`src/sv/u8dec_pkg.sv`:
```
`default_nettype none
package u8dec_pkg;

    localparam int CpW  = 21;
    localparam int LenW = 3;

    localparam logic [7:0] AsciiLimit = 8'h80;
    localparam logic [7:0] Lead2Mask  = 8'hE0;
    localparam logic [7:0] Lead2Code  = 8'hC0;
    localparam logic [7:0] Lead3Mask  = 8'hF0;
    localparam logic [7:0] Lead3Code  = 8'hE0;
    localparam logic [7:0] Lead4Mask  = 8'hF8;
    localparam logic [7:0] Lead4Code  = 8'hF0;

    typedef struct packed {
        logic [CpW-1:0]  code_point;
        logic [LenW-1:0] char_bytes;
        logic            has_char;
        logic            end_of_text;
        logic            last;
    } t_result;

    // results caused by one input byte
    typedef struct packed {
        logic    any;
        logic    two;
        t_result res0;
        t_result res1;
    } t_pair;

    // sequence length announced by a lead byte, 0 for an invalid lead
    function automatic logic [LenW-1:0] lead_len(input logic [7:0] b);
        logic [LenW-1:0] len;
        len = 3'd0;
        if (b < AsciiLimit) begin
            len = 3'd1;
        end else if ((b & Lead2Mask) == Lead2Code) begin
            len = 3'd2;
        end else if ((b & Lead3Mask) == Lead3Code) begin
            len = 3'd3;
        end else if ((b & Lead4Mask) == Lead4Code) begin
            len = 3'd4;
        end
        return len;
    endfunction

endpackage
`default_nettype wire

```
`src/sv/u8dec_decode.sv`:
```
`default_nettype none
module u8dec_decode (
    input  wire logic            i_clk,
    input  wire logic            i_rst_n,
    input  wire logic            i_accept,
    input  wire logic [7:0]      i_byte_in,
    input  wire logic            i_text_end,
    output u8dec_pkg::t_pair     o_pair
);
    import u8dec_pkg::*;

    logic [7:0]      r_held0, r_held1, r_held2;
    logic [1:0]      r_count;
    logic [LenW-1:0] r_exp;
    logic [7:0]      n_held0, n_held1, n_held2;
    logic [1:0]      n_count;
    logic [LenW-1:0] n_exp;

    logic [LenW-1:0] len_b, len_h1;
    logic            complete;
    logic [CpW-1:0]  cp_done;
    logic            v0, v1;
    logic [CpW-1:0]  cp0, cp1;
    logic [LenW-1:0] bytes0, bytes1;

    assign len_b    = lead_len(i_byte_in);
    assign len_h1   = lead_len(r_held1);
    assign complete = (r_count != 2'd0) && (({1'b0, r_count} + 3'd1) == r_exp);

    always_comb begin
        case (r_exp)
            3'd2:    cp_done = {10'd0, r_held0[4:0], i_byte_in[5:0]};
            3'd3:    cp_done = {5'd0, r_held0[3:0], r_held1[5:0], i_byte_in[5:0]};
            3'd4:    cp_done = {r_held0[2:0], r_held1[5:0], r_held2[5:0], i_byte_in[5:0]};
            default: cp_done = '0;
        endcase
    end

    always_comb begin
        v0     = 1'b0;
        v1     = 1'b0;
        cp0    = '0;
        cp1    = '0;
        bytes0 = '0;
        bytes1 = '0;
        if (r_count == 2'd0) begin
            if (len_b == 3'd1) begin
                v0     = 1'b1;
                cp0    = {13'd0, i_byte_in};
                bytes0 = 3'd1;
            end
        end else if (complete) begin
            v0     = 1'b1;
            cp0    = cp_done;
            bytes0 = r_exp;
        end else if (i_text_end) begin
            // truncated sequence: lead dropped, later bytes rescanned as starts
            if (r_count == 2'd1) begin
                if (len_b == 3'd1) begin
                    v0     = 1'b1;
                    cp0    = {13'd0, i_byte_in};
                    bytes0 = 3'd1;
                end
            end else if (len_h1 == 3'd1) begin
                v0     = 1'b1;
                cp0    = {13'd0, r_held1};
                bytes0 = 3'd1;
                if (len_b == 3'd1) begin
                    v1     = 1'b1;
                    cp1    = {13'd0, i_byte_in};
                    bytes1 = 3'd1;
                end
            end else if (len_h1 == 3'd2) begin
                v0     = 1'b1;
                cp0    = {10'd0, r_held1[4:0], i_byte_in[5:0]};
                bytes0 = 3'd2;
            end else if (len_b == 3'd1) begin
                v0     = 1'b1;
                cp0    = {13'd0, i_byte_in};
                bytes0 = 3'd1;
            end
        end
        // final byte always yields at least one result, possibly empty
        if (i_text_end && !v0) begin
            v0 = 1'b1;
        end
    end

    always_comb begin
        o_pair.any              = v0;
        o_pair.two              = v1;
        o_pair.res0.code_point  = cp0;
        o_pair.res0.char_bytes  = bytes0;
        o_pair.res0.has_char    = bytes0 != 3'd0;
        o_pair.res0.last        = !v1;
        o_pair.res0.end_of_text = i_text_end && !v1;
        o_pair.res1.code_point  = cp1;
        o_pair.res1.char_bytes  = bytes1;
        o_pair.res1.has_char    = bytes1 != 3'd0;
        o_pair.res1.last        = 1'b1;
        o_pair.res1.end_of_text = i_text_end;
    end

    always_comb begin
        n_held0 = r_held0;
        n_held1 = r_held1;
        n_held2 = r_held2;
        n_count = r_count;
        n_exp   = r_exp;
        if (r_count == 2'd0) begin
            if ((len_b >= 3'd2) && !i_text_end) begin
                n_held0 = i_byte_in;
                n_count = 2'd1;
                n_exp   = len_b;
            end
        end else if (complete || i_text_end) begin
            n_count = 2'd0;
            n_exp   = 3'd0;
        end else begin
            case (r_count)
                2'd1:    n_held1 = i_byte_in;
                default: n_held2 = i_byte_in;
            endcase
            n_count = r_count + 2'd1;
        end
    end

    always_ff @(posedge i_clk) begin
        if (!i_rst_n) begin
            r_count <= 2'd0;
            r_exp   <= 3'd0;
            r_held0 <= 8'd0;
            r_held1 <= 8'd0;
            r_held2 <= 8'd0;
        end else if (i_accept) begin
            r_count <= n_count;
            r_exp   <= n_exp;
            r_held0 <= n_held0;
            r_held1 <= n_held1;
            r_held2 <= n_held2;
        end
    end

endmodule
`default_nettype wire

```
`src/sv/utf8_byte_decoder.sv`:
```
// a result passes from its byte transfer through the result buffer into the output register
// throughput: one byte per cycle while the output is not stalled; a byte that yields two
// results stalls the input while the second result leaves the result buffer
// reset: synchronous active-low i_rst_n clears the open sequence and empties
// the result buffer and output register
`default_nettype none
module utf8_byte_decoder (
    input  wire logic                           i_clk,
    input  wire logic                           i_rst_n,
    input  wire logic                           i_in_valid,
    output logic                                o_in_stall,
    input  wire logic [7:0]                     i_byte_in,
    input  wire logic                           i_text_end,
    output logic                                o_out_valid,
    input  wire logic                           i_out_stall,
    output logic [u8dec_pkg::CpW-1:0]           o_code_point,
    output logic [u8dec_pkg::LenW-1:0]          o_char_bytes,
    output logic                                o_has_char,
    output logic                                o_end_of_text,
    output logic                                o_last
);
    import u8dec_pkg::*;

    t_pair   dec_pair;
    logic    in_xfer;
    logic    out_load, pair_move, pair_drain;
    t_result cur_res;

    logic    r_pv, r_ptwo, r_pidx;
    t_result r_res0, r_res1;
    logic    r_ov;
    t_result r_out;

    assign in_xfer    = i_in_valid && !o_in_stall;
    assign out_load   = !r_ov || !i_out_stall;
    assign pair_move  = r_pv && out_load;
    assign pair_drain = pair_move && (r_pidx || !r_ptwo);
    assign o_in_stall = r_pv && !pair_drain;
    assign cur_res    = r_pidx ? r_res1 : r_res0;

    u8dec_decode u_decode (
        .i_clk      (i_clk),
        .i_rst_n    (i_rst_n),
        .i_accept   (in_xfer),
        .i_byte_in  (i_byte_in),
        .i_text_end (i_text_end),
        .o_pair     (dec_pair)
    );

    // result buffer: holds the one or two results of the last byte
    always_ff @(posedge i_clk) begin
        if (!i_rst_n) begin
            r_pv   <= 1'b0;
            r_ptwo <= 1'b0;
            r_pidx <= 1'b0;
        end else if (in_xfer && dec_pair.any) begin
            r_pv   <= 1'b1;
            r_ptwo <= dec_pair.two;
            r_pidx <= 1'b0;
        end else if (pair_drain) begin
            r_pv   <= 1'b0;
            r_pidx <= 1'b0;
        end else if (pair_move) begin
            r_pidx <= 1'b1;
        end
    end

    always_ff @(posedge i_clk) begin
        if (in_xfer && dec_pair.any) begin
            r_res0 <= dec_pair.res0;
            r_res1 <= dec_pair.res1;
        end
    end

    // output register
    always_ff @(posedge i_clk) begin
        if (!i_rst_n) begin
            r_ov <= 1'b0;
        end else if (out_load) begin
            r_ov <= pair_move;
        end
    end

    always_ff @(posedge i_clk) begin
        if (out_load) begin
            r_out <= cur_res;
        end
    end

    assign o_out_valid   = r_ov;
    assign o_code_point  = r_out.code_point;
    assign o_char_bytes  = r_out.char_bytes;
    assign o_has_char    = r_out.has_char;
    assign o_end_of_text = r_out.end_of_text;
    assign o_last        = r_out.last;

    a_second_needs_two: assert property (@(posedge i_clk) disable iff (!i_rst_n)
        r_pidx |-> (r_pv && r_ptwo))
        else $error("second result selected without a second result");

    a_end_gives_result: assert property (@(posedge i_clk) disable iff (!i_rst_n)
        (in_xfer && i_text_end) |=> r_pv)
        else $error("final byte produced no result");

    a_empty_no_stall: assert property (@(posedge i_clk) disable iff (!i_rst_n)
        !r_pv |-> !o_in_stall)
        else $error("input stalled with empty result buffer");

    a_out_last_drain: assert property (@(posedge i_clk) disable iff (!i_rst_n)
        (pair_move && !pair_drain) |=> (r_pv && r_pidx))
        else $error("result buffer lost its second result");

endmodule
`default_nettype wire

```
`config.mk`:
```
export PLATFORM = sky130hd
export DESIGN_NAME = utf8_byte_decoder
export DESIGN_NICKNAME = d
export VERILOG_FILES = /design/src/sv/u8dec_pkg.sv /design/src/sv/u8dec_decode.sv /design/src/sv/utf8_byte_decoder.sv
export SDC_FILE = /design/constraint.sdc
export NUM_CORES = 1
export LEC_CHECK = 0
export BUFFER_PORTS_ARGS = -buffer_cell sky130_fd_sc_hd__buf_2
export CAP_MARGIN = 20
export CELL_PAD_IN_SITES_DETAIL_PLACEMENT = 0
export CELL_PAD_IN_SITES_GLOBAL_PLACEMENT = 1
export CORE_AREA = 3 3 101 103
export CTS_CLUSTER_DIAMETER = 100
export DETAILED_ROUTE_END_ITERATION = 7
export DIE_AREA = 0 0 104 106
export GPL_TIMING_DRIVEN = 0
export HOLD_SLACK_MARGIN = 0.08
export PLACE_DENSITY = 0.82
export SYNTH_ARGS = -nofsm -noshare
export SYNTH_HDL_FRONTEND = slang
export SYNTH_HIERARCHICAL = 1
export SYNTH_SLANG_ARGS = --single-unit
export TNS_END_PERCENT = 10
```
`constraint.sdc`:
```
create_clock -name i_clk -period 10.05 [get_ports i_clk]
set_input_delay 2.01 -clock i_clk [delete_from_list [all_inputs] [get_ports i_clk]]
set_output_delay 2.01 -clock i_clk [all_outputs]
set_load 0.02 [all_outputs]
```
After elaboration in Yosys (flattened, before gate mapping)
Cells that the tools add are included.

word-level totals
  output and inout bits = 29
  logic and storage cells = 132
  bits in read-only memories = 0
  bits in latches = 0
  register bits after elaboration = 108
  memories kept = 0
  RAM bits = 0
  bits of input ports = 13

cells by class
  equality and inequality tests = 15
  reduce and logical (&&, ||, !) cells = 33
  $mul = 0
  order comparisons = 3
  bitwise logic cells = 6
  add/subtract/negate cells = 2
  mux-type cells = 50
  shift-type cells = 0
  divide/modulo/power cells = 0

operators by type and width
  kind                   number
  $mux W21               5
  $pmux W21 S3           1
  $mux W3                20
  $mux W27               1
  $mux W1                17
  $lt A8 B8 Y1 const B   2
  $mux W11               1
  $eq A5 B5 Y1 const B   2
  $eq A3 B2 Y1 const B   3
  $eq A3 B3 Y1 const B   3
  $logic_and A1 B1 Y1    9
  $eq A4 B4 Y1 const B   2
  $logic_not A1 Y1       8
  $mux W2                4
  $mux W8                1
  $reduce_and A4 Y1      2
  $eq A3 B1 Y1 const B   2
  $not A1 Y1             6
  $reduce_and A3 Y1      2
  $reduce_bool A2 Y1     3
  $reduce_bool A3 Y1     2
  $reduce_or A5 Y1       1
  $add A2 B1 Y3 const B  1
  $eq A3 B3 Y1           1
  other kinds (8)        10

Logic depth before layout (Yosys ltp)
Gate-level depths: netlist of run 1.

  depth in word-level cells = 18
  gate-level depth with buffers = 11

Modules after synthesis
Netlist of run 1, hierarchy kept.

by module, submodules not included
  module             cells each  area each (µm²)  seq. area each (µm²)  instances
  utf8_byte_decoder  135         2990.4           2512.4                1
  u8dec_decode       268         1961.9           480.5                 1

Worst setup path after synthesis of run 1
Ideal clock, no wire load.

  path kind = input to register
  from = input port i_byte_in[7]
  to = register r_res0[0] in the netlist's numbering (enable)
  library setup time = 466 ps
  stages = 6
  arrival time = 4896 ps
  required time = 9584 ps
  setup slack = 4688 ps
  cells stage by stage = clkbuf_1 -> nor2_1 -> or3_1 -> buf_4 -> nand2_1 -> nor2_1

between the ends
  cells in the longest elaborated chain, start to end = 17

RTL lines
  element                RTL line                                                    source
  from (decl)            utf8_byte_decoder.sv:12                                     input wire logic [7:0] i_byte_in,
  $eq A5 B5 Y1           u8dec_pkg.sv:41                                             end else if ((b & Lead4Mask) == Lead4Code) begin
  $mux W3                u8dec_pkg.sv:41
  $mux W3                u8dec_pkg.sv:39                                             end else if ((b & Lead3Mask) == Lead3Code) begin
  $mux W3                u8dec_pkg.sv:37                                             end else if ((b & Lead2Mask) == Lead2Code) begin
  $mux W3 *              u8dec_pkg.sv:35                                             if (b < AsciiLimit) begin
  $eq A3 B1 Y1 *         u8dec_decode.sv:47, u8dec_decode.sv:59, u8dec_decode.sv:77
  $mux W1 *              u8dec_decode.sv:47, u8dec_decode.sv:59, u8dec_decode.sv:77
  $mux W1                u8dec_decode.sv:73                                          end else if (len_h1 == 3'd2) begin
  [2 not listed]         -
  $mux W1                u8dec_decode.sv:56                                          end else if (i_text_end) begin
  $mux W1                u8dec_decode.sv:52                                          end else if (complete) begin
  $mux W1 *              u8dec_decode.sv:46                                          if (r_count == 2'd0) begin
  $logic_not A1 Y1       u8dec_decode.sv:84                                          if (i_text_end && !v0) begin
  $logic_and A1 B1 Y1    u8dec_decode.sv:84
  $mux W1 *              u8dec_decode.sv:84
  via u_decode.v0        u8dec_decode.sv:22                                          logic v0, v1;
  $logic_and A1 B1 Y1 *  utf8_byte_decoder.sv:69                                     if (in_xfer && dec_pair.any) begin
  to (signal assigned)   utf8_byte_decoder.sv:70                                     r_res0 <= dec_pair.res0;
  to (decl)              utf8_byte_decoder.sv:30                                     t_result r_res0, r_res1;

Mark *: on every way through the listed nets, which the timed path passes. The rest lies on a longest branch.
A chain may end at the register's enable or synchronous reset.

Final worst setup path of run 1
  from = input port i_out_stall
  to = output port o_in_stall

between the ends
  cells in the longest elaborated chain, start to end = 6

RTL lines
  element              RTL line                 source
  from (decl)          utf8_byte_decoder.sv:15  input wire logic i_out_stall,
  $logic_not A1 Y1     utf8_byte_decoder.sv:35  assign out_load = !r_ov || !i_out_stall;
  $logic_or A1 B1 Y1   utf8_byte_decoder.sv:35
  $logic_and A1 B1 Y1  utf8_byte_decoder.sv:36  assign pair_move = r_pv && out_load;
  $logic_and A1 B1 Y1  utf8_byte_decoder.sv:37  assign pair_drain = pair_move && (r_pidx || !r_ptwo);
  $logic_not A1 Y1     utf8_byte_decoder.sv:38  assign o_in_stall = r_pv && !pair_drain;
  $logic_and A1 B1 Y1  utf8_byte_decoder.sv:38
  to (decl)            utf8_byte_decoder.sv:11  output logic o_in_stall,

No other way between the ends.

==> impl_metrics.csv, run 1 <==
group,metric,value,unit
logic_synthesis,synth_common_cells,"edfxtp_1, dfxtp_1, buf_4, a21oi_1, nand2_1",
worst_setup_path,crit_type,"input pin to output pin",
detailed_routing,drc,0,
power,leakage,0.00208,µW
clocking,root_buffer,"clkbuf_8",
worst_setup_path,crit_chain,"buf_2 -> and2_4 -> o21ai_1 -> inv_1 -> buf_2",
finish,syn2layout_area_growth,13.0,%
floorplan,die_x,104,µm
clocking,clkSlewWorstSetupHoldPaths,110,ps
logic_synthesis,yosysTopAreaCellShare,49.1,%
worst_setup_path,critPathLaunchType,"input pin",
logic_synthesis,ys_warn_count,6,
worst_setup_path,arrival,2710,ps
floorplan,die_h,106,µm
logic_synthesis,post_synth_instance_area,4950,µm²
sta,max_freq,0.212,GHz
grt,grt_pass1_vias,3089,
power,intPower,631,µW
sta,finalHoldViolations,0,
clocking,htreeDepth,3,
worst_hold_path,hp-start,"u_decode/r_held2[2]",
detailed_routing,dr.pass1.iters,5,
sta,setup_viol,0,
floorplan,ios,42,
job,drv_cap,0,
sta,rsz0062_at_grt,"no",
floorplan,initial_core_util,53.3,%
sta,worst_pin_slew,823,ps
detailed_routing,topRoutingLayerUsed,"met4",
logic_synthesis,synthArstFlopShare,0,%
detailed_routing,avgRoutedWirePerCell,16.4,µm
sta,report.final.slew_viol_count,0,
worst_setup_path,slowest_delay,180,ps
clocking,numCtsBuffers,9,
detailed_routing,met1_length,4540,µm
logic_synthesis,netlist_instances,403,
power,clockPowerShare,29.3,%
logic_synthesis,syn_area_per_cell,12.3,µm²
clocking,holdBufCountCts,0,
detailed_routing,vias_per_cell,5.45,
clocking,clock_path_buffers,2,
worst_setup_path,critPathSlowestCell,"o21ai_1",
detailed_routing,ant_nets,0,
floorplan,design.die.area,11000,µm²
clocking,cts_tree,"built",
power,p_comb_share,9.4,%
logic_synthesis,ys_ff_latch,109,
logic_synthesis,synth_cell_type_count,54,
clocking,post_cts_resized,0,
floorplan,coreArea,9280,µm²
placement,place.gp.congestion,0.878,
logic_synthesis,synth_flop_cell,"edfxtp_1",
logic_synthesis,synth_edf_count,81,
power,powerDensity,150,nW/µm²
finish,drive_gt1_share,25.1,%
detailed_routing,dr_wl_met3,617,µm
finish,fin_nets,485,
worst_setup_path,crit_required,8040,ps
sta,max_slew_margin,44.9,%
grt,grt_usage,18.7,%
worst_hold_path,min_path_type,"flop to flop",
sta,whs,491,ps
power,switching_share,24.7,%
floorplan,num_rows,35,
detailed_routing,wl_met2,4630,µm
worst_setup_path,end_kind,"output pin",
sta,layout_setup_ws,5330,ps
worst_setup_path,path_max_fanout,4,
clocking,clock_latency,370,ps
clocking,cts_setup_buffers,0,
logic_synthesis,yosysMostFrequentCell,"edfxtp_1",
grt,grt_max_degree,38,
grt,grt_pass1_wl,16100,µm
sta,finalCritPeriodShare,47.0,%
sta,clock_skew,16.4,ps
detailed_routing,drt-initial-drc-count,281,
power,seqPwrFrac,61.3,%
power,ir_worst_vdd,73.5,µV
finish,diodes,0,
grt,grt-ovfl-total,0,
power,power_switching,207,µW
worst_setup_path,worstSetupStartpoint,"i_out_stall",
detailed_routing,drt-total-wl,9880,µm
worst_setup_path,crit_top_cell,"buf_2",
sta,period_minus_slack,4720,ps
grt,antenna_found_initial,0,
clocking,cts_sinks,109,
worst_setup_path,r2r-start,"u_decode/r_count[0]",
logic_synthesis,yosys-top-cells-area,"edfxtp_1, dfxtp_1, mux2_2",
sta,tns,0,ps
placement,post-place-ws,5330,ps
placement,dpl.hpwl,6920,µm
logic_synthesis,ys_seq_area_share,60.4,%
outcome,status,"complete, no violations",
placement,port_buffers,38,
detailed_routing,vias,3284,
logic_synthesis,synth_top_area_cell,"edfxtp_1",
-- final cells by class --
type	instances	area, µm²
multi-input combinational	253	1710
inverter	14	52.6
buffer	42	260
tap	129	161
fill	789	3690
timing repair buffer	40	238
sequential	109	2990
clock buffer	10	128
clock inverter	6	52.6
-- layout by cell type (no fill, tap or decap), types with 15 or more instances in the layout --
| cell type | instances |
|---|---|
| edfxtp_1 | 81 |
| buf_2 | 42 |
| dfxtp_1 | 28 |
| buf_4 | 24 |
| nand2_1 | 23 |
| a21oi_1 | 23 |
| mux2_2 | 19 |
| conb_1 | 17 |
| nand3_1 | 16 |
| o21ai_0 | 15 |
-- power by group through the flow --
stage,combinational [µW],sequential (µW),clock (µW)
6_report,78.8,514,246
5_1_grt,86.0,516,272
4_1_cts,77.8,514,254
3_5_place_dp,77.5,524,0
3_3_place_gp,74.7,525,0
2_1_floorplan,42.1,535,0
-- registers in the layout, indices dropped and copies added (netlist names), 2 cells and up --
| signal | cells |
|---|---|
| o_char_bytes | 3 |
| u_decode/r_held1 | 8 |
| r_res1 | 27 |
| o_code_point | 21 |
| r_res0 | 27 |
| u_decode/r_held0 | 5 |
| u_decode/r_exp | 3 |
| u_decode/r_count | 2 |
| u_decode/r_held2 | 6 |
-- worst paths after layout --
path                                            end  cells past startpoint  slack (ps)
worst min-delay path            u_decode/r_held2[2]                      2         490
worst min register to register  u_decode/r_held2[2]                      2         490
worst max register to register           r_res0[11]                     11        6620
worst max-delay path                     o_in_stall                      5        5330
-- layer usage --
| layer | track usage (%) | vias to the layer above |
|---|---|---|
| met1 | 26.1 | 1585 |
| li1 | - | 1580 |
| met3 | 4.43 | 7 |
| met4 | 4.37 | 0 |
| met5 | 0 | - |
| met2 | 29.8 | 112 |
-- critical path, delay by kind of cell --
family,cells,cell delay (ps)
buffers and inverters,3,370
AOI/OAI and AO/OA,1,180
and+or+nand+nor,1,140
-- cells by family after synthesis --
family / Yosys count / synth area share, %
DFF: 109 / 60.4
and+or+nand+nor: 100 / 10.9
AOI/OAI and AO/OA: 90 / 11.6
buffers and inverters: 56 / 6.32
muxes: 37 / 8.77
xor gates and xnor gates: 6 / 1.06
adders and majority gates: 3 / 0.758
other: 2 / 0.152
-- through the flow --
step	power (µW)	std cells	utilization, %	instance area [µm²]
after detailed placement	602	586	58.0	5390
after global placement	600	585	57.7	5360
after floorplan	577	418	-	5010
after CTS	846	602	60.0	5570
after global routing	874	603	60.3	5600
final	839	603	60.3	5600
No activity file was read; power rests on OpenSTA's default activity.
==> run 2: changes to the inputs <==
--- a/config.mk
+++ b/config.mk
@@ -9,13 +9,13 @@
 export CAP_MARGIN = 20
 export CELL_PAD_IN_SITES_DETAIL_PLACEMENT = 0
 export CELL_PAD_IN_SITES_GLOBAL_PLACEMENT = 1
-export CORE_AREA = 3 3 101 103
+export CORE_AREA = 3 3 111 113
 export CTS_CLUSTER_DIAMETER = 100
 export DETAILED_ROUTE_END_ITERATION = 7
-export DIE_AREA = 0 0 104 106
+export DIE_AREA = 0 0 114 116
 export GPL_TIMING_DRIVEN = 0
 export HOLD_SLACK_MARGIN = 0.08
-export PLACE_DENSITY = 0.82
+export PLACE_DENSITY = 0.72
 export SYNTH_ARGS = -nofsm -noshare
 export SYNTH_HDL_FRONTEND = slang
 export SYNTH_HIERARCHICAL = 1
==> constraint.sdc (replaced) <==
create_clock -name i_clk -period 3.8 [get_ports i_clk]
set_input_delay 0.76 -clock i_clk [delete_from_list [all_inputs] [get_ports i_clk]]
set_output_delay 0.76 -clock i_clk [all_outputs]
set_load 0.02 [all_outputs]
==> run 2 against run 1 <==
Largest cell class unchanged. Clock skew shrank 9.5 ps. Sequential power increased to 2.6 times the previous value. Combinational power rose to 2.7 times the previous value. Utilization fell by 10 points. Highest routed layer unchanged. Critical path depth rose by 6.
==> impl_metrics.csv, run 2 (synthesis results as in run 1) <==
group,metric,value,unit
finish,syn2layout_area_growth,15.4,%
detailed_routing,drt-initial-drc-count,275,
sta,worst_pin_slew,950,ps
sta,clock_skew,6.91,ps
detailed_routing,vias_per_cell,5.35,
clocking,root_buffer,"clkbuf_16",
worst_setup_path,r2r_setup_slack,200,ps
clocking,cts_tree,"built",
sta,report.final.slew_viol_count,0,
sta,setup_viol,0,
clocking,clock_path_buffers,2,
clocking,holdBufCountCts,0,
power,leakage,0.00213,µW
clocking,htreeDepth,3,
finish,mostFrequentLayoutCells,"edfxtp_1, buf_2, dfxtp_1, buf_4",
placement,port_buffers,38,
grt,grt-ovfl-total,0,
sta,period_minus_slack,3600,ps
floorplan,die_h,116,µm
placement,dpl.hpwl,7210,µm
grt,grt_pass1_vias,3213,
detailed_routing,drt-total-wl,10800,µm
finish,drive_gt1_share,25.3,%
grt,grt_pass1_wl,17200,µm
sta,layout_setup_ws,204,ps
placement,place.gp.congestion,0.884,
placement,post-place-ws,297,ps
power,powerDensity,432,nW/µm²
sta,max_freq,0.278,GHz
sta,finalCritPeriodShare,94.6,%
floorplan,ios,42,
sta,finalHoldViolations,0,
finish,mostFrequentLayoutCell,"edfxtp_1",
worst_setup_path,arrival,3640,ps
worst_setup_path,critPathSlowestCell,"nor2_4",
detailed_routing,dr.pass1.iters,5,
clocking,clock_latency,340,ps
sta,max_slew_margin,36.3,%
worst_setup_path,crit_end,"r_res0[17]",
worst_setup_path,slowest_delay,520,ps
grt,antenna_found_initial,0,
outcome,status,"complete, no violations",
detailed_routing,drc,0,
floorplan,die_x,114,µm
worst_setup_path,r2r_cells,11,
worst_setup_path,crit_type,"flop to flop",
worst_setup_path,critPathLaunchType,"flop",
worst_setup_path,worstSetupStartpoint,"u_decode/r_count[0]",
clocking,cts_sinks,109,
worst_setup_path,crit_required,3840,ps
detailed_routing,vias,3303,
floorplan,design.die.area,13200,µm²
clocking,post_cts_resized,0,
grt,grt_max_degree,36,
floorplan,initial_core_util,43.4,%
clocking,numCtsBuffers,9,
sta,rsz0062_at_grt,"no",
grt,grt_usage,17.0,%
floorplan,coreArea,11400,µm²
power,ir_worst_vdd,198,µV
worst_setup_path,crit_chain,"inv_1 -> ha_1 -> buf_2 -> xor2_1 -> nor4_1 -> clkbuf_1 -> or3_1 -> buf_4 -> nand2_1 -> nor2_4 -> buf_12",
worst_setup_path,reg2reg_to,"r_res0[17]",
finish,fin_nets,485,
finish,diodes,0,
floorplan,num_rows,39,
worst_setup_path,r2r-start,"u_decode/r_count[0]",
job,drv_cap,0,
worst_setup_path,end_kind,"flop",
power,total_power,2470,µW
detailed_routing,ant_nets,0,
worst_setup_path,path_max_fanout,35,
clocking,clkSlewWorstSetupHoldPaths,70,ps
detailed_routing,avgRoutedWirePerCell,17.4,µm
clocking,cts_setup_buffers,0,
worst_hold_path,min_path_type,"flop to flop",
run 2: cell count changes in the layout (fill, tap and decap cells not counted), sizes merged:
cell / before / now
clkinvlp: 1 / 2
inv: 17 / 16
run 2: cell type report:
type / instances / area [µm²]
timing repair buffer: 40 / 238
multi-input combinational: 253 / 1710
buffer: 42 / 260
tap: 143 / 179
sequential: 109 / 2990
inverter: 14 / 52.6
fill: 1051 / 5700
clock buffer: 10 / 239
clock inverter: 6 / 45.0
run 2: worst min path at each step:
| stage | to | cells past startpoint | slack (ps) | from |
|---|---|---|---|---|
| after global placement | u_decode/r_held2[2] | 2 | 470 | u_decode/r_held2[2] |
| after floorplan | u_decode/r_held2[0] | 2 | 450 | u_decode/r_held2[0] |
| after detailed placement | u_decode/r_held2[3] | 2 | 480 | u_decode/r_held2[3] |
| after CTS | u_decode/r_held2[5] | 2 | 490 | u_decode/r_held2[5] |
| after global routing | u_decode/r_held2[5] | 2 | 520 | u_decode/r_held2[5] |
| final | u_decode/r_held2[5] | 2 | 490 | u_decode/r_held2[5] |
run 2: power by group:
group / internal (µW) / switching, µW / total, µW
Combinational: 77.5 / 134 / 211
Sequential: 1340 / 17.2 / 1360
Clock: 468 / 429 / 897
run 2: per-layer routing:
layer / up-vias / part of all wire (%) / track usage [%]
met1: 1593 / 45 / 23.4
met5: - / 0 / 0
met3: 19 / 5.8 / 4.39
met4: 0 / 1.8 / 5.70
met2: 109 / 47 / 26.4
li1: 1582 / - / -
run 2: critical path: cells and delay by family, from the launching register on:
| family | cells | cell delay (ps) |
|---|---|---|
| and+or+nand+nor | 4 | 1180 |
| adders and majority gates | 1 | 280 |
| xor gates and xnor gates | 1 | 210 |
| buffers and inverters | 5 | 1080 |
| DFF | 1 | 500 |
run 2: stage by stage:
step / setup TNS (ps) / cell area [µm²] / instances / hold WS, ps / utilization (%)
2_1_floorplan: 0 / 5010 / 418 / 454 / -
3_3_place_gp: -50820 / 5380 / 599 / 471 / 47.1
3_5_place_dp: 0 / 5410 / 600 / 476 / 47.3
4_1_cts: 0 / 5690 / 616 / 487 / 49.8
5_1_grt: 0 / 5720 / 617 / 521 / 50.1
6_report: 0 / 5720 / 617 / 487 / 50.1
==> run 3: changes to the inputs <==
--- a/config.mk
+++ b/config.mk
@@ -9,13 +9,15 @@
 export CAP_MARGIN = 20
 export CELL_PAD_IN_SITES_DETAIL_PLACEMENT = 0
 export CELL_PAD_IN_SITES_GLOBAL_PLACEMENT = 1
-export CORE_AREA = 3 3 111 113
+export CORE_AREA = 3 3 108 110
+export CTS_BUF_LIST = sky130_fd_sc_hd__clkbuf_2 sky130_fd_sc_hd__clkbuf_4 sky130_fd_sc_hd__clkbuf_8
 export CTS_CLUSTER_DIAMETER = 100
 export DETAILED_ROUTE_END_ITERATION = 7
-export DIE_AREA = 0 0 114 116
+export DIE_AREA = 0 0 111 113
 export GPL_TIMING_DRIVEN = 0
 export HOLD_SLACK_MARGIN = 0.08
-export PLACE_DENSITY = 0.72
+export PLACE_DENSITY = 0.76
+export REMOVE_ABC_BUFFERS = 1
 export SYNTH_ARGS = -nofsm -noshare
 export SYNTH_HDL_FRONTEND = slang
 export SYNTH_HIERARCHICAL = 1
==> run 3 against run 2 <==
Cell count shrank 6.6%. Combinational power shrank 11%. Power shrank 5.6%. Worst setup slack gained 390 ps. Global-route usage shrank 1.2 points. First-iteration DRC count shrank 12%. Largest power group unchanged. Hold slack lost 2.4 ps. Clock-buffer cell count grew 3. Register-to-register slack gained 390 ps.
==> impl_metrics.csv, run 3 (synthesis results as in run 1) <==
group,metric,value,unit
outcome,status,"complete, no violations",
finish,drive_gt1_share,22.5,%
clocking,cts_setup_buffers,0,
worst_setup_path,r2r_setup_slack,590,ps
grt,grt_max_degree,38,
detailed_routing,ant_nets,0,
sta,report.final.slew_viol_count,0,
finish,mostFrequentLayoutCell,"edfxtp_1",
finish,stdcell_area,5430,µm²
clocking,post_cts_resized,0,
worst_setup_path,crit_type,"flop to flop",
grt,grt_usage,15.8,%
power,leakage,0.00196,µW
sta,max_slew_margin,31.8,%
detailed_routing,vias_per_cell,5.42,
finish,utilization,50.3,%
power,ir_worst_vdd,228,µV
worst_setup_path,arrival,3280,ps
floorplan,design.die.area,12500,µm²
clocking,cts_sinks,109,
worst_setup_path,crit_buf_inv,2,
job,drv_cap,0,
sta,finalCritPeriodShare,84.4,%
finish,diodes,0,
clocking,holdBufCountCts,0,
floorplan,die_h,113,µm
floorplan,die_x,111,µm
placement,placed_area,5180,µm²
finish,syn2layout_area_growth,9.58,%
placement,post-place-ws,632,ps
worst_setup_path,crit_required,3870,ps
placement,place.gp.congestion,0.827,
clocking,clkSlewWorstSetupHoldPaths,100,ps
grt,gr-usage-met2,26.2,%
finish,mostFrequentLayoutCells,"edfxtp_1, buf_2, dfxtp_1, nand2_1, a21oi_1",
sta,worst_pin_slew,1020,ps
worst_hold_path,min_path_type,"flop to flop",
placement,port_buffers,41,
sta,setup_viol,0,
sta,clock_skew,11.5,ps
sta,finalHoldViolations,0,
grt,grt-ovfl-total,0,
grt,grt_pass1_wl,15700,µm
worst_setup_path,end_kind,"flop",
detailed_routing,drt-total-wl,9550,µm
grt,grt_pass1_vias,3016,
sta,max_freq,0.312,GHz
clocking,htreeDepth,3,
clocking,cts_tree,"built",
placement,dpl.hpwl,6130,µm
detailed_routing,vias,3124,
floorplan,initial_core_util,45.9,%
detailed_routing,drc,0,
detailed_routing,drt-initial-drc-count,243,
clocking,clock_path_buffers,2,
detailed_routing,dr.pass1.iters,5,
grt,met3_usage,1.98,%
worst_setup_path,slowest_delay,550,ps
worst_setup_path,path_delay_family,"simple AND/OR/NAND/NOR gates",
floorplan,num_rows,38,
floorplan,ios,42,
sta,whs,484,ps
clocking,root_buffer,"clkbuf_8",
grt,antenna_found_initial,0,
worst_setup_path,crit_chain,"inv_1 -> ha_1 -> xor2_1 -> nor4_2 -> or3_1 -> nand2_1 -> nor2_4 -> buf_12",
sta,period_minus_slack,3210,ps
worst_setup_path,critPathSlowestCell,"nor4_2",
detailed_routing,avgRoutedWirePerCell,16.6,µm
grt,busiest_layer,"met2",
grt,use_met1,20.9,%
sta,tns,0,ps
sta,rsz0062_at_grt,"no",
sta,layout_setup_ws,592,ps
clocking,clock_latency,370,ps
worst_setup_path,path_max_fanout,37,
power,powerDensity,429,nW/µm²
clocking,numCtsBuffers,9,
floorplan,coreArea,10800,µm²
finish,fin_nets,447,
worst_setup_path,critPathLaunchType,"flop",
## run 3: cell count changes in the layout (fill, tap and decap cells not counted), sizes merged
cell	before	now
bufinv	0	2
clkinv	2	0
clkinvlp	2	0
buf	69	44
clkbuf	23	13
inv	16	15
## run 3: layout make-up
type,instances,area (µm²)
Clock inverter,3,68.8
Inverter,14,52.6
Tap cell,140,175
Clock buffer,13,154
Timing Repair Buffer,44,260
Multi-Input combinational cell,253,1720
Fill cell,949,5370
Sequential cell,109,2990
## run 3: tightest hold or removal path, delay by kind of cell, from the launching register on
kind | cells | cell delay [ps]
flip-flops | 1 | 320
AO/OA/AOI/OAI | 2 | 130
## run 3: metal layers
metal  vias up  wire length, µm
met1      1496             4260
met2       100             4620
li1       1513                -
met5         -                0
met3        15              426
met4         0              242
## run 3: metrics by stage
step,instances,total power [µW]
after CTS,575,2350
after floorplan,376,1510
after global placement,557,1570
after global routing,576,2430
after detailed placement,559,1570
final,576,2330
## run 3: power by group
| part | switching [µW] | leakage (µW) | internal [µW] | total (µW) |
|---|---|---|---|---|
| Combinational | 124 | 0.000804 | 63.2 | 187 |
| Sequential | 19.4 | 0.00104 | 1340 | 1360 |
| Clock | 377 | 0.000116 | 404 | 781 |
## run 3: final timing paths
| kind | start | end | cells after the start |
|---|---|---|---|
| worst min register to register | u_decode/r_held2[3] | u_decode/r_held2[3] | 2 |
| worst min-delay path | u_decode/r_held2[3] | u_decode/r_held2[3] | 2 |
| worst max-delay path | u_decode/r_count[0] | r_res0[9] | 8 |
| worst max register to register | u_decode/r_count[0] | r_res0[9] | 8 |
